===== src/hdl/gn3_pkg.sv =====
`timescale 1ns / 1ps
// shared types and constants of the 3d gradient noise block
package gn3_pkg;

    typedef enum logic [1:0] {
        OP_QUERY = 2'd0,
        OP_PERM  = 2'd1,
        OP_GRAD  = 2'd2
    } opcode_t;

    localparam int PERM_W    = 9;
    localparam int GRAD_W    = 16;
    localparam int COORD_W   = 28;
    localparam int OUT_W     = 24;
    localparam int FRAC_W    = 16;
    localparam int T_W       = 31;
    localparam int SMOOTH_W  = 17;
    localparam int PROD_W    = 33;
    localparam int DOT_W     = 36;
    localparam int OUT_DEPTH = 16;

    // 10000.0 in q.16
    localparam logic [T_W-1:0] COORD_OFFSET = 31'd655360000;
    // 3.0 in q.16
    localparam logic [17:0] SMOOTH_THREE = 18'd196608;

endpackage


===== src/hdl/gn3_fifo.sv =====
`timescale 1ns / 1ps
// result queue between the noise pipeline and the output channel
module gn3_fifo
    import gn3_pkg::*;
(
    input  logic             clk,
    input  logic             rst_n,
    input  logic             push,
    input  logic [OUT_W-1:0] push_data,
    input  logic             pop,
    output logic             valid,
    output logic [OUT_W-1:0] data
);

    localparam int PTR_W = $clog2(OUT_DEPTH);
    localparam int CNT_W = $clog2(OUT_DEPTH + 1);

    logic [OUT_W-1:0] mem_reg [OUT_DEPTH];
    logic [PTR_W-1:0] wr_ptr_reg;
    logic [PTR_W-1:0] rd_ptr_reg;
    logic [CNT_W-1:0] cnt_reg;
    logic [CNT_W-1:0] cnt_next;

    always_comb
    begin
        cnt_next = cnt_reg;
        if (push && !pop)
        begin
            cnt_next = cnt_reg + CNT_W'(1);
        end
        else if (pop && !push)
        begin
            cnt_next = cnt_reg - CNT_W'(1);
        end
    end

    always_ff @(posedge clk or negedge rst_n)
    begin
        if (!rst_n)
        begin
            wr_ptr_reg <= '0;
            rd_ptr_reg <= '0;
            cnt_reg    <= '0;
        end
        else
        begin
            if (push)
            begin
                wr_ptr_reg <= wr_ptr_reg + PTR_W'(1);
            end
            if (pop)
            begin
                rd_ptr_reg <= rd_ptr_reg + PTR_W'(1);
            end
            cnt_reg <= cnt_next;
        end
    end

    always_ff @(posedge clk)
    begin
        if (push)
        begin
            mem_reg[wr_ptr_reg] <= push_data;
        end
    end

    assign valid = (cnt_reg != '0);
    assign data  = mem_reg[rd_ptr_reg];

endmodule


===== config.mk =====
export PLATFORM = sky130hd
export DESIGN_NAME = gn3_fifo
export DESIGN_NICKNAME = d
export VERILOG_FILES = /design/src/hdl/gn3_pkg.sv /design/src/hdl/gn3_fifo.sv
export SDC_FILE = /design/constraint.sdc
export NUM_CORES = 1
export LEC_CHECK = 0
export BUFFER_PORTS_ARGS = -buffer_cell sky130_fd_sc_hd__buf_2
export CORE_UTILIZATION = 65
export DETAILED_ROUTE_END_ITERATION = 8
export PLACE_DENSITY = 0.91
export SYNTH_ARGS = -nofsm -noshare
export SYNTH_HDL_FRONTEND = slang
export SYNTH_SLANG_ARGS = --single-unit

===== constraint.sdc =====
create_clock -name clk -period 6.5 [get_ports clk]
set_input_delay 0.325 -clock clk [delete_from_list [all_inputs] [get_ports clk]]
set_output_delay 0.325 -clock clk [all_outputs]
set_load 0.005 [all_outputs]

==> flow_summary.toml <==
[status]
status = "complete, no violations"

[layout]
drive_gt1_frac = 0.3189
largest_reg_flops = 384
finish.net_count = 796
diodes = 0
syn2layout_area_growth_pct = 12.16

[global_route]
grt_pass1_vias = 8006
grt_usage = 0.3010
grt_max_degree = 77
antenna_found_initial = 0
grt_first_pass_wirelength_mm = 50.51
overflow = 0

[synth]
synth_area_per_cell_um2 = 22.48
synth_area_mm2 = 0.01531
yosys_warnings = 0
ys_types = 31
syn-num-nets = 719
synth_cells = 681
synth-seq-cells = 397
ys_seq_area_frac = 0.7745

[floorplanning]
start_util = 0.6700
die_height_um = 155.5
fp-row-count = 55
dieArea_mm2 = 0.02417
core_mm2 = 0.02285
die_w_um = 155.5
top_level_ports = 53

[power_and_ir_drop]
power_density_mw_per_mm2 = 438.7
p_leak_nw = 5.608
ir_drop_mv = 0.2275

[cts]
cts_buffers = 39
cts_tree = "done"
cts.sinks = 397
htree_levels = 2
post_cts_resized = 0
cts_buffer_depth = 3
clkTransAtPathRegs_ns = 0.06
postCtsHoldBufs = 1
clock-root-buffer = "clkbuf_16"
cts_setup_buffers = 0
clkLatencyLatePin_ns = 0.52

[route]
num_vias = 7463
wl_mm = 34.49
drc = 0
drtPass1Iterations = 5
drt_iter0_markers = 1053
post_drt_wl_per_cell_um = 31.35
final_antenna_net_count = 0
vias_per_cell = 6.785

[sta]
finalSetupViolations = 0
tightest_slew_ns = 1.114
maxSlewViolCount = 0
whs_ns = 0.06967
hold_violations = 0
min_period_over_period = 0.5218
clock_skew_ns = 0.01084
rsz0062_at_grt = "no"
fmax_mhz = 294.9
fin_tns_setup_ns = 0
slew_headroom = 0.2575
final.min_clock_period_ns = 3.392

[job]
maxCapViolCount = 0

[min_path]
hp-class = "in2reg"

[critical_path]
arrival_ns = 3.07
critPathMaxFanout = 76
cp.required_ns = 6.17
cp-end-kind = "output port"
critPathKind = "reg2out"
cp-start-kind = "register"
r2r_slack_ns = 4.36

[place]
port_buffers = 52
gp_congestion = 0.7703
dp_hpwl_mm = 17.43
[routing by layer]
metal	routed length, µm	global-route usage	part of all wire	up-vias
li1	-	-	-	3015
met1	12140	0.3963	0.35	3822
met2	17330	0.4933	0.50	519
met3	3613	0.06017	0.10	107
met4	1406	0.1401	0.041	0
met5	0	0	0	-
[stage by stage]
step / power, mW / cell area [µm²] / utilization / worst slack, ns / std cells
2_1_floorplan: 4.736 / 15310 / - / 4.293 / 681
3_3_place_gp: 5.253 / 15940 / 0.6976 / 3.720 / 1029
3_5_place_dp: 5.387 / 15940 / 0.6976 / 3.629 / 1029
4_1_cts: 7.560 / 17170 / 0.7515 / 3.068 / 1100
5_1_grt: 7.785 / 17170 / 0.7515 / 2.890 / 1100
6_report: 7.532 / 17170 / 0.7515 / 3.108 / 1100
[report_power, final]
part / leakage (nW) / internal, mW / switching (mW)
sequential: 3.62 / 3.09 / 0.188
combinational: 1.40 / 0.961 / 1.13
clock: 0.589 / 1.23 / 0.928
[cells by family (layout without fill, tap and decap cells)]
family                   Yosys count  count (layout)  share of synthesized area
AND/OR/NAND/NOR                   66              66                    0.01994
multiplexers                      99              99                     0.1434
XOR/XNOR                           9               9                   0.005149
adder cells (fa/ha/maj)           10              10                   0.008664
flip-flops                       397             397                     0.7745
AO/OA/AOI/OAI                     58              58                    0.03343
buffers and inverters             42             148                    0.01496
[critical path, cell delays in order, from the launching register on]
cell and delay (ns):
dfrtp_4 0.64, buf_4 0.89, mux4_2 0.47, a22oi_2 0.23, nand2_1 0.09, buf_2 0.14
[area by class of cell]
class / count / area, µm²
clock buffers: 46 / 1045
repair buffers: 73 / 420.4
clock inverters: 24 / 177.7
multi-input cells: 242 / 3253
well taps: 313 / 391.6
inverters: 5 / 18.77
fillers: 1176 / 5677
flip-flops and latches: 397 / 11860
[final timing paths]
path / startpoint / endpoint / depth (start not counted)
min in group asynchronous: rst_n / cnt_reg[2] / 2
worst max register to register: wr_ptr_reg[3] / mem_reg[11][20] / 4
worst min-delay path: pop / rd_ptr_reg[0] / 2
worst max-delay path: rd_ptr_reg[1] / data[16] / 5
worst min register to register: wr_ptr_reg[0] / wr_ptr_reg[0] / 1
max in group asynchronous: rst_n / rd_ptr_reg[1] / 2
[layout by cell type, fill, tap and decap left out, types with 5 or more instances in the layout]
master,synthesis,final
inv_1,5,5
clkinv_1,0,10
clkbuf_16,0,41
clkinv_2,0,6
mux4_2,96,96
edfxtp_1,384,384
xnor2_1,6,6
nand2_1,33,33
a22oi_2,18,18
clkbuf_1,18,5
buf_2,11,52
and3_1,6,6
buf_4,4,20
and2_1,10,10
dfrtp_1,13,11
ha_1,9,9
a22oi_1,30,30
[Yosys cell counts]
library cell  instances  share of area
fa_1                  1         0.0013
o21ai_0               4         0.0013
mux2i_1               1        0.00065
buf_12                1         0.0013
o31ai_1               1        0.00049
nor3_1                4         0.0013
nand4_1               2        0.00082
mux2_2                2         0.0015
xor2_1                3         0.0017
a21oi_1               2        0.00065
dfrtp_1              13          0.021
edfxtp_1            384           0.75
a22oi_1              30          0.015
mux4_2               96           0.14
nor2_1                7         0.0017
buf_8                 1        0.00098
ha_1                  9         0.0074
a2111oi_0             1        0.00057
nand3_1               2        0.00065
inv_1                 5         0.0012
buf_4                 4         0.0020
buf_6                 2         0.0015
clkbuf_1             18         0.0044
and3_1                6         0.0025
xnor2_1               6         0.0034
buf_2                11         0.0036
a22oi_2              18          0.015
nor2b_1               2        0.00082
nand2_1              33         0.0081
and2_1               10         0.0041
a21o_1                2        0.00098
Power figures use the tool's default switching activity.
