$ cat config.mk
export PLATFORM = sky130hd
export DESIGN_NAME = gn3_lerp
export DESIGN_NICKNAME = d
export VERILOG_FILES = /design/src/hdl/gn3_pkg.sv /design/src/hdl/gn3_lerp.sv
export SDC_FILE = /design/constraint.sdc
export NUM_CORES = 2
export LEC_CHECK = 0
export ABC_CLOCK_PERIOD_IN_PS = 9800
export BUFFER_PORTS_ARGS = -buffer_cell sky130_fd_sc_hd__buf_2
export CAP_MARGIN = 20
export CORE_MARGIN = 3
export CORE_UTILIZATION = 55
export CTS_BUF_LIST = sky130_fd_sc_hd__clkbuf_16
export CTS_CLUSTER_DIAMETER = 150
export DETAILED_ROUTE_END_ITERATION = 10
export PLACE_DENSITY = 0.75
export SYNTH_ARGS = -nofsm -noshare
export SYNTH_HDL_FRONTEND = slang
export SYNTH_SLANG_ARGS = --single-unit
$ cat constraint.sdc
create_clock -name clk -period 9.8 [get_ports clk]
set_clock_uncertainty 0.15 [all_clocks]
set_input_delay 1.96 -clock clk [delete_from_list [all_inputs] [get_ports clk]]
set_output_delay 1.96 -clock clk [all_outputs]
set_load 0.01 [all_outputs]
$ cat src/hdl/gn3_pkg.sv
`timescale 1ns / 1ps
// shared types and constants of the 3d gradient noise block
package gn3_pkg;

    typedef enum logic [1:0] {
        OP_QUERY = 2'd0,
        OP_PERM  = 2'd1,
        OP_GRAD  = 2'd2
    } opcode_t;

    localparam int PERM_W    = 9;
    localparam int GRAD_W    = 16;
    localparam int COORD_W   = 28;
    localparam int OUT_W     = 24;
    localparam int FRAC_W    = 16;
    localparam int T_W       = 31;
    localparam int SMOOTH_W  = 17;
    localparam int PROD_W    = 33;
    localparam int DOT_W     = 36;
    localparam int OUT_DEPTH = 16;

    // 10000.0 in q.16
    localparam logic [T_W-1:0] COORD_OFFSET = 31'd655360000;
    // 3.0 in q.16
    localparam logic [17:0] SMOOTH_THREE = 18'd196608;

endpackage

$ cat src/hdl/gn3_lerp.sv
`timescale 1ns / 1ps
// two-stage linear interpolation a + s*(b-a) with rounding
module gn3_lerp
    import gn3_pkg::*;
(
    input  logic                       clk,
    input  logic [SMOOTH_W-1:0]        s,
    input  logic signed [DOT_W-1:0]    a,
    input  logic signed [DOT_W-1:0]    b,
    output logic signed [DOT_W-1:0]    y
);

    localparam int DIFF_W = DOT_W + 1;
    localparam int LO_W   = 19;
    localparam int HI_W   = DIFF_W - LO_W;
    localparam int PLO_W  = SMOOTH_W + 1 + LO_W + 1;
    localparam int PHI_W  = SMOOTH_W + 1 + HI_W;
    localparam int FULL_W = 56;

    logic signed [DIFF_W-1:0]   diff;
    logic signed [SMOOTH_W:0]   sv;
    logic signed [HI_W-1:0]     hi;
    logic signed [LO_W:0]       lo;
    logic signed [PLO_W-1:0]    p_lo_next;
    logic signed [PHI_W-1:0]    p_hi_next;
    logic signed [PLO_W-1:0]    p_lo_reg;
    logic signed [PHI_W-1:0]    p_hi_reg;
    logic signed [DOT_W-1:0]    a_reg;
    logic signed [FULL_W-1:0]   full;
    logic signed [FULL_W-1:0]   shifted;
    logic signed [DOT_W-1:0]    y_next;
    logic signed [DOT_W-1:0]    y_reg;

    always_comb
    begin
        diff      = DIFF_W'(b) - DIFF_W'(a);
        sv        = $signed({1'b0, s});
        hi        = $signed(diff[DIFF_W-1:LO_W]);
        lo        = $signed({1'b0, diff[LO_W-1:0]});
        p_lo_next = PLO_W'(sv) * PLO_W'(lo);
        p_hi_next = PHI_W'(sv) * PHI_W'(hi);
    end

    // split product recombined, then rounded floor by 2^16
    always_comb
    begin
        full    = (FULL_W'(p_hi_reg) <<< LO_W) + FULL_W'(p_lo_reg);
        shifted = (full + FULL_W'(32768)) >>> FRAC_W;
        y_next  = a_reg + DOT_W'(shifted);
    end

    always_ff @(posedge clk)
    begin
        p_lo_reg <= p_lo_next;
        p_hi_reg <= p_hi_next;
        a_reg    <= a;
        y_reg    <= y_next;
    end

    assign y = y_reg;

endmodule

==> summary.txt <==
Status: complete, no violations
EDFF count, synth: 0
Mapped Avg Cell Area: 8.71 µm²
Synth Register Bits: 126
CTS max path bufs: 2
Final std cells w/o fill: 4139
Placed insts: 4070
Nets: 4360
Area of the multi-input gates: 22300 µm²
Number of global-route vias before repair: 24403
Final instance area: 31900 µm²
Met3 Wirelength: 6.14 mm
Initial drt markers: 1440
Yosys cell types: 73
Clk pin slew, worst setup/hold paths: 0.06 ns
IO Pins: 126
Routed WL per cell: 18.6 µm
Pin count of the biggest net entering global routing: 38
Met1 WL: 31.1 mm
Max frequency: 103 MHz
CP max stage delay: 0.61 ns
Vias: 22919
Die H: 228 µm
Unrepaired setup endpoints after global routing: yes
Clk sinks: 126
Final core utilization: 0.664
CP required: 9.96 ns
Mapped cell area: 27100 µm²
Met2 Wirelength: 36.6 mm
Crit Path Category: input port to flop
Reg area: 2520 µm²
Setup violators final: 0
CTS tree: built
Syn_nets: 4001
DR pass1 iterations: 5
Final Hold Vio Count: 0
Layout cell share with drive strength beyond 1: 0.176
Placed cell area: 30400 µm²
Port Buffers: 125
Root buf cell: clkbuf_16
Grt ovf: 0
Initial core utilization: 0.562
Routed Antenna Nets: 0
Worst path most repeated cell: fa_1
Mapped Cells: 3107
Final min period: 9.70 ns
Critical Path Source Type: input port
Rel. slew slack: 0.240
Top routing layer in use: met5
CP max-delay cell: fa_1
Rows: 80
Maximum capacitance violations: 0
Async SR Flop Fraction: 0
DRC: 0
HPWL Detailed: 61.6 mm
Total CTS buffers: 17
Fin crit share: 0.990
Die width: 228 µm
Initial antenna violation count: 5
Max Slew Vio Count: 0
Synth-to-Final Area Change: 18.0%
Via density: 5.54
Primary FF master, synth: dfxtp_1
Max FO, Critical Path: 7
Die area: 51900 µm²
# fillers: 3713
First-pass GRT wire length: 122 mm
CTS HTree Levels: 4
CP endpoint kind: flop
Min-Delay Path Class: flop to flop
GRT Overall Usage: 0.293
Critical Path AT: 9.86 ns
Least-Margin Pin Slew: 1.13 ns
Yosys warns: 0
Gp weighted congestion: 0.976
Drt total wl: 77.1 mm
Register area share after synthesis: 0.0932
Clock latency on the worst-skew pair: 0.44 ns
Core area: 48100 µm²
==> worst max-delay path: cells and delay by family <==
family	cells	cell delay, ns
simple gates	4	0.53
xor+xnor	2	0.34
buf+inv	9	0.86
fa+ha+maj	9	3.82
compound gates	12	2.38
==> metal layers <==
metal / vias up / track usage
li1: 10295 / -
met1: 11467 / 0.370
met2: 932 / 0.495
met3: 219 / 0.0621
met4: 6 / 0.114
met5: - / 0
==> kinds of logic after synthesis <==
logic type	Yosys count	synth area share
and+or+nand+nor	907	0.157
adders and majority gates	804	0.509
buffers and inverters	767	0.107
AOI/OAI and AO/OA	354	0.0851
xor gates and xnor gates	147	0.0481
DFF	126	0.0932
muxes	2	0.000739
==> through the flow <==
step | setup WS, ns | TNS (ns) | hold slack [ns]
after global placement | -0.782 | -7.75 | 0.295
after CTS | -0.0794 | -0.0794 | 0.328
after detailed placement | -0.874 | -10.52 | 0.315
after floorplan | 0.0222 | 0 | 0.282
final | 0.101 | 0 | 0.327
after global routing | -0.138 | -0.685 | 0.340
==> layout by cell type, fill, tap and decap left out, types with 20 or more instances in the layout <==
cell     count
inv_1      631
and2_1     179
nor2_1      68
a21oi_1     90
ha_1       292
fa_1       484
a21o_1      50
nor2b_1     25
buf_4      313
nand3_1     34
o21a_1      20
nand2_1    476
nor3_1      29
buf_2      124
xor2_1      43
xnor2_1     91
o21ai_0     53
dfxtp_1    126
==> worst paths after layout <==
kind | from | endpoint | slack [ns] | depth (start not counted)
min reg2reg | a_reg[0] | y[0] | 0.33 | 1
max reg2reg | p_lo_reg[19] | y[35] | 3.72 | 20
min | a_reg[0] | y[0] | 0.33 | 1
max | b[0] | p_hi_reg[32] | 0.10 | 36
==> cell type report <==
class                   instances  area share
clock buffers                  17      0.0133
clock inverters                15     0.00540
flip-flops and latches        126      0.0790
inverters                     649      0.0763
multi-input cells            2214       0.699
repair buffers                458       0.101
diodes                          4    0.000313
well taps                     656      0.0257
==> Yosys cell counts (16+ instances only) <==
cell	number	area share
nand2b_1	16	0.0037
dfxtp_1	126	0.093
a31oi_1	21	0.0049
nor3_1	30	0.0055
fa_1	494	0.37
xnor2_1	102	0.033
a21o_1	50	0.014
xor2_1	44	0.014
o21ai_0	60	0.011
nor2_1	72	0.010
and2_1	180	0.042
o21a_1	20	0.0055
nor2b_1	25	0.0058
clkbuf_1	111	0.015
nand2_1	482	0.067
inv_1	649	0.090
ha_1	310	0.14
a21oi_1	105	0.019
nand3_1	37	0.0068
==> timing repair <==
item	4_1_cts	5_1_grt
resized for setup	12	134
setup buffers	0	33
hold buffers	0	0
endpoints found under the setup margin	10	27
pin swaps	2	108
gates cloned	0	1
Power is left out: the tool's default activity adds up to more than one toggle a clock period on the data nets, which glitch-free logic cannot reach.
